`src/sv/pssu_pkg.sv`:
```
// Package for the parameter store with SGD update.
// Holds payload structs, controller states and status codes; no dependencies.
package pssu_pkg;

    typedef struct packed {
        logic        action;
        logic [63:0] key;
        logic [5:0]  element_index;
        logic signed [31:0] value;
        logic        last_element;
    } t_in_item;

    typedef struct packed {
        logic [63:0] out_key;
        logic [5:0]  out_index;
        logic signed [31:0] weight;
        logic        found;
        logic [1:0]  status;
        logic        last_result;
    } t_out_item;

    localparam logic [1:0] ST_OK   = 2'd0;
    localparam logic [1:0] ST_FULL = 2'd1;
    localparam logic [1:0] ST_IDX  = 2'd2;

    localparam logic ACT_PUSH = 1'b0;
    localparam logic ACT_PULL = 1'b1;

    typedef enum logic [3:0] {
        S_IDLE, S_SEARCH, S_DECIDE, S_RD, S_RDWAIT, S_MUL, S_WR, S_PULL, S_PULLWAIT, S_EMIT
    } t_state;

    // controller to datapath
    typedef struct packed {
        logic load;
        logic search_clr;
        logic search_step;
        logic push_decide;
        logic rd;
        logic mul;
        logic wr_sgd;
        logic pull_rd;
        logic emit;
        logic emit_pull;
    } t_cmd;

    // datapath to controller
    typedef struct packed {
        logic search_done;
        logic is_pull;
        logic do_sgd;
        logic pull_empty;
        logic pull_last;
    } t_stat;

endpackage

```
`src/sv/pssu_ctrl.sv`:
```
// Controller state machine of the parameter store.
// Depends on pssu_pkg.
module pssu_ctrl (
    input  logic            i_clk,
    input  logic            i_rst_n,
    input  logic            i_start,
    input  pssu_pkg::t_stat i_stat,
    output pssu_pkg::t_cmd  o_cmd,
    output logic            o_busy
);
    import pssu_pkg::*;

    t_state r_state, n_state;

    // state register
    always_ff @(posedge i_clk) begin
        if (!i_rst_n) r_state <= S_IDLE;
        else          r_state <= n_state;
    end

    // next state
    always_comb begin
        n_state = r_state;
        case (r_state)
            S_IDLE:     if (i_start) n_state = S_SEARCH;
            S_SEARCH:   if (i_stat.search_done) n_state = S_DECIDE;
            S_DECIDE: begin
                if (i_stat.is_pull) n_state = i_stat.pull_empty ? S_EMIT : S_PULL;
                else if (i_stat.do_sgd) n_state = S_RD;
                else n_state = S_EMIT;
            end
            S_RD:       n_state = S_RDWAIT;
            S_RDWAIT:   n_state = S_MUL;
            S_MUL:      n_state = S_WR;
            S_WR:       n_state = S_EMIT;
            S_PULL:     n_state = S_PULLWAIT;
            S_PULLWAIT: n_state = S_EMIT;
            S_EMIT: begin
                if (i_stat.is_pull && !i_stat.pull_empty && !i_stat.pull_last)
                    n_state = S_PULL;
                else n_state = S_IDLE;
            end
            default:    n_state = S_IDLE;
        endcase
    end

    // outputs
    always_comb begin
        o_cmd  = '0;
        o_busy = (r_state != S_IDLE);
        case (r_state)
            S_IDLE:   begin o_cmd.load = i_start; o_cmd.search_clr = i_start; end
            S_SEARCH: o_cmd.search_step = 1'b1;
            S_DECIDE: o_cmd.push_decide = !i_stat.is_pull;
            S_RD:     o_cmd.rd = 1'b1;
            S_MUL:    o_cmd.mul = 1'b1;
            S_WR:     o_cmd.wr_sgd = 1'b1;
            S_PULL:   o_cmd.pull_rd = 1'b1;
            S_EMIT: begin
                o_cmd.emit = 1'b1;
                o_cmd.emit_pull = i_stat.is_pull && !i_stat.pull_empty;
            end
            default: ;
        endcase
    end

    // search advances only while busy
    a_search_busy: assert property (@(posedge i_clk) disable iff (!i_rst_n)
        o_cmd.search_step |-> o_busy) else $error("search outside item");
    // an emit always follows with either idle or another pull read
    a_emit_next: assert property (@(posedge i_clk) disable iff (!i_rst_n)
        (r_state == S_EMIT) |=> (r_state == S_IDLE || r_state == S_PULL))
        else $error("bad state after emit");
    // start is taken only when idle
    a_start: assert property (@(posedge i_clk) disable iff (!i_rst_n)
        (i_start && !o_busy) |=> (r_state == S_SEARCH)) else $error("start lost");
endmodule

```
`config.mk`:
```
export PLATFORM = sky130hd
export DESIGN_NAME = pssu_ctrl
export DESIGN_NICKNAME = d
export VERILOG_FILES = /design/src/sv/pssu_pkg.sv /design/src/sv/pssu_ctrl.sv
export SDC_FILE = /design/constraint.sdc
export NUM_CORES = 1
export LEC_CHECK = 0
export ABC_CLOCK_PERIOD_IN_PS = 1100
export BUFFER_PORTS_ARGS = -buffer_cell sky130_fd_sc_hd__buf_2
export CAP_MARGIN = 20
export CORE_AREA = 2 2 39 41
export DETAILED_ROUTE_END_ITERATION = 6
export DIE_AREA = 0 0 41 43
export GPL_TIMING_DRIVEN = 0
export PLACE_DENSITY_LB_ADDON = 0.08
export SLEW_MARGIN = 20
export SYNTH_ARGS = -nofsm -noshare
export SYNTH_HDL_FRONTEND = slang
export SYNTH_SLANG_ARGS = --single-unit
export TNS_END_PERCENT = 20
```
`constraint.sdc`:
```
create_clock -name i_clk -period 1.1 [get_ports i_clk]
set_clock_uncertainty 0.1 [all_clocks]
set_input_delay 0.22 -clock i_clk [delete_from_list [all_inputs] [get_ports i_clk]]
set_output_delay 0.22 -clock i_clk [all_outputs]
set_load 0.01 [all_outputs]
```
Word-level counts from Yosys, hierarchy flattened
Cells that the tools add are included.

storage, ports and cells
  logic and storage cells = 36
  output and inout port bits = 11
  register bits = 4
  bits of input ports = 8

cells by class
  reduce and logical (&&, ||, !) cells = 9
  eq/ne operators = 11
  multiplexer cells = 15

operators by type and width
  kind                  count
  $pmux W4 S9           1
  $mux W4               5
  $eq A4 B3 Y1 const B  4
  $eq A4 B2 Y1 const B  2
  $eq A4 B4 Y1 const B  2
  $mux W1               6
  $eq A4 B1 Y1 const B  1
  $logic_not A4 Y1      1
  $mux W2               2
  $ne A2 B2 Y1 const B  2
  $reduce_bool A4 Y1    1
  $logic_not A1 Y1      3
  $mux W3               1
  $logic_and A1 B1 Y1   2
  $reduce_and A2 Y1     1
  $reduce_or A2 Y1      1

Depth between registers and ports, before layout
  depth in word-level cells = 5
  mapped depth = 4
  gate-level depth less buffers = 3

Worst setup path after synthesis
Ideal clock, no wire load.

  kind = register -> output
  start point = reg r_state[2]
  end point = out o_cmd[9] in the netlist's numbering
  data required time = 780 ps
  stages on the path, launching flop included = 5
  path slack = -187 ps
  arrival time = 967 ps
  path buffers = 2
  cell sequence = dfxtp_1 > buf_2 > nor2_1 > and3_1 > buf_4

RTL lines
  element                   RTL line         text
  start: declaration        pssu_ctrl.sv:13  t_state r_state, n_state;
  start signal: assignment  pssu_ctrl.sv:18  else r_state <= n_state;
  end: declaration          pssu_ctrl.sv:8   output pssu_pkg::t_cmd o_cmd,

==> qor.csv <==
stage;metric;value;unit
pwr;Int Power;0.531;mW
finish;top flop regs;r_state (4);
setup_path;Reg-to-Reg Start;r_state[3];
setup_path;cell mode on critical path;buf_6;
setup_path;CP Cell Sequence;buf_6 -> and4bb_2 -> and2_4 -> buf_6;
setup_path;CP startpoint;r_state[1];
global_routing;pin count of the biggest net entering global routing;11;
setup_path;Setup crit end kind;output pin;
synthesis;top_reg_cell synth;dfxtp_1;
routing;vias;471;
routing;post-route ant nets;0;
place;GP Congestion;0.711;
sta;WHS;0.150;ns
routing;drt first pass iters;4;
sta;crit share post-route;1.41;
sta;Fin. Hold Viols;0;
global_routing;first-pass GRT wire length;1760;um
global_routing;total gr overflow;0;
synthesis;ranking of synthesized cells by area;dfxtp_1 21%, buf_6 5.9%, and3_1 4.9%, nor2b_1 4.9%, o21ai_0 3.9%;
run_status;failing checks;setup timing;
clock_network;CTS Buf Count;3;
synthesis;FFs w/ async S/R, synth;0;
die;# rows;14;
routing;WL per Instance;12.3;um
finish;Reg area;85.1;um^2
pwr;Sw Share;0.350;
sta;final worst path period need;1.55;ns
finish;Most flops, register;r_state;
sta;fmax;0.646;GHz
clock_network;CTS HTree Levels;1;
finish;utilization after layout;0.460;
die;DIE AREA;1760;um^2
routing;DRT iter0 DRCs;11;
synthesis;sequential area share after synthesis;0.209;
sta;relative slew slack;0.810;
finish;nets@finish;87;
sta;final setup violation count;15;
synthesis;leading area contributor after synthesis;dfxtp_1;
synthesis;Syn Inst Count;49;
routing;DR vias/cell;5.06;
synthesis;post-synth top area share;0.209;
finish;area of the multi-input gates;298;um^2
synthesis;synth warn;0;
pwr;sequential power share;0.237;
global_routing;number of global-route vias before repair;415;
die;initial core utilization;0.277;
finish;fillers;142;
sta;worst setup margin;-0.449;ns
routing;drt drc;0;
pwr;clock group share of total power;0.219;
min_path;hold_sp;i_rst_n;
place;IO buf count;18;
pwr;Psw;0.286;mW
clock_network;CTS tree;yes;
sta;final slew viol count;0;
global_routing;initial antenna violation count;0;
clock_network;clock tree root driver cell;clkbuf_4;
place;dpl hpwl;759;um
pwr;Comb power frac;0.543;
pwr;Max IR drop VDD;0.787;mV
setup_path;Crit-path slowest cell;dfxtp_2;
finish;# diodes;0;
setup_path;slowest stage delay, CP;0.32;ns
synthesis;Synth Register Bits;4;
setup_path;Worst EP required;0.78;ns
finish;area grow syn2layout;66.3;%
synthesis;synth cell count leaders;4 x dfxtp_1, 4 x nand2_1, 4 x nor2_1;
die;io pins;19;
setup_path;CP startpoint kind;flip-flop;
global_routing;Total GRT Usage;0.147;
min_path;Hold/Removal Path Class;in -> reg;
die;Die Y;43;um
synthesis;Yosys cell types;29;
synthesis;number of synthesized flops with an enable pin;0;
clock_network;maximum clock insertion buffer count;2;
pwr;Pwr per Cell Area;1280;nW/um^2
sta;RSZ-0062 raised after global routing;true;
synthesis;syn_area_per_cell;7.81;um^2
die;die width;41;um
synthesis;Post-Syn Nets;57;
setup_path;critical path type;reg -> out;
sta;actual slew at the worst max-slew pin;0.284;ns
synthesis;Netlist Area Pre-Place;383;um^2
run_status;status;finished, violations left;
clock_network;clk sinks;4;
setup_path;crit path DAT;1.23;ns
routing;Routed WL;1150;um
run;Max Cap Violations;0;
finish;number of flip-flops in the largest register;4;
finish;fraction of layout cells with a size suffix above 1;0.610;
clock_network;clock input transition at the sequential cells of the worst setup and hold paths;0.04;ns
clock_network;worst skew pair latency;0.23;ns
pwr;leak pwr;0.309;nW
die;Core Region;1380;um^2
setup_path;crit-path max FO;7;
metal layers:
layer / GRT usage / wire length (um) / vias to the layer above
met5: 0 / 0 / -
met4: 0.0400 / 0 / 0
met3: 0.0628 / 41 / 0
met2: 0.222 / 575 / 13
met1: 0.183 / 528 / 224
li1: - / - / 234
logic make-up (layout without fill, tap and decap cells):
group,Yosys count,count (layout),synth area share
and+or+nand+nor,27,27,0.431
AOI/OAI and AO/OA,12,12,0.226
buffers and inverters,5,33,0.105
DFF,4,4,0.209
muxes,1,1,0.0294
power groups by stage:
stage	Sequential [mW]	Combinational (mW)	Clock (mW)
2_1_floorplan	0.183	0.257	0
3_3_place_gp	0.189	0.358	0
3_5_place_dp	0.187	0.356	0
4_1_cts	0.192	0.410	0.188
5_1_grt	0.197	0.486	0.201
6_report	0.194	0.444	0.179
per-stage QoR:
stage | total power [mW] | TNS (ns) | std cells | worst slack (ns) | instance area, um^2
after floorplan | 0.440 | -1.03 | 49 | -0.141 | 393
after global placement | 0.547 | -2.69 | 83 | -0.290 | 503
after detailed placement | 0.544 | -2.61 | 83 | -0.288 | 503
after CTS | 0.789 | -4.71 | 89 | -0.471 | 594
after global routing | 0.884 | -5.70 | 93 | -0.499 | 637
final | 0.817 | -4.84 | 93 | -0.449 | 637
worst paths after layout:
kind                endpoint  slack (ns)  cells past startpoint
setup reg to reg  r_state[2]       -0.30                      6
setup / recovery    o_cmd[0]       -0.45                      4
hold / removal    r_state[2]        0.15                      3
hold reg to reg   r_state[2]        0.56                      4
critical path: cells and delay by family, from the launching register on:
family | cells | cell delay, ns
buffers and inverters | 2 | 0.22
flip-flops | 1 | 0.32
AND/OR/NAND/NOR | 2 | 0.45
final cells by class:
type | count | area share
Sequential cell | 4 | 0.134
Multi-Input combinational cell | 40 | 0.468
Tap cell | 16 | 0.0314
Clock buffer | 3 | 0.0354
Buffer | 5 | 0.0825
Timing Repair Buffer | 25 | 0.250
what timing repair did:
action	CTS	global route
endpoints found under the setup margin	15	15
buffers inserted	3	4
hold buffers	0	0
resized for setup	14	5
pin swaps	5	2
cell usage in the layout (no fill, tap or decap), types with 2 or more instances in the layout:
master    instances
buf_4             7
nand2b_1          2
and3_1            2
nand2_1           4
nor2_1            2
nor2_4            2
clkbuf_4          3
nor2b_1           3
buf_6             7
dfxtp_2           4
o21ai_0           3
a21oi_1           2
buf_2            16
(Power assumes the default switching activity.)
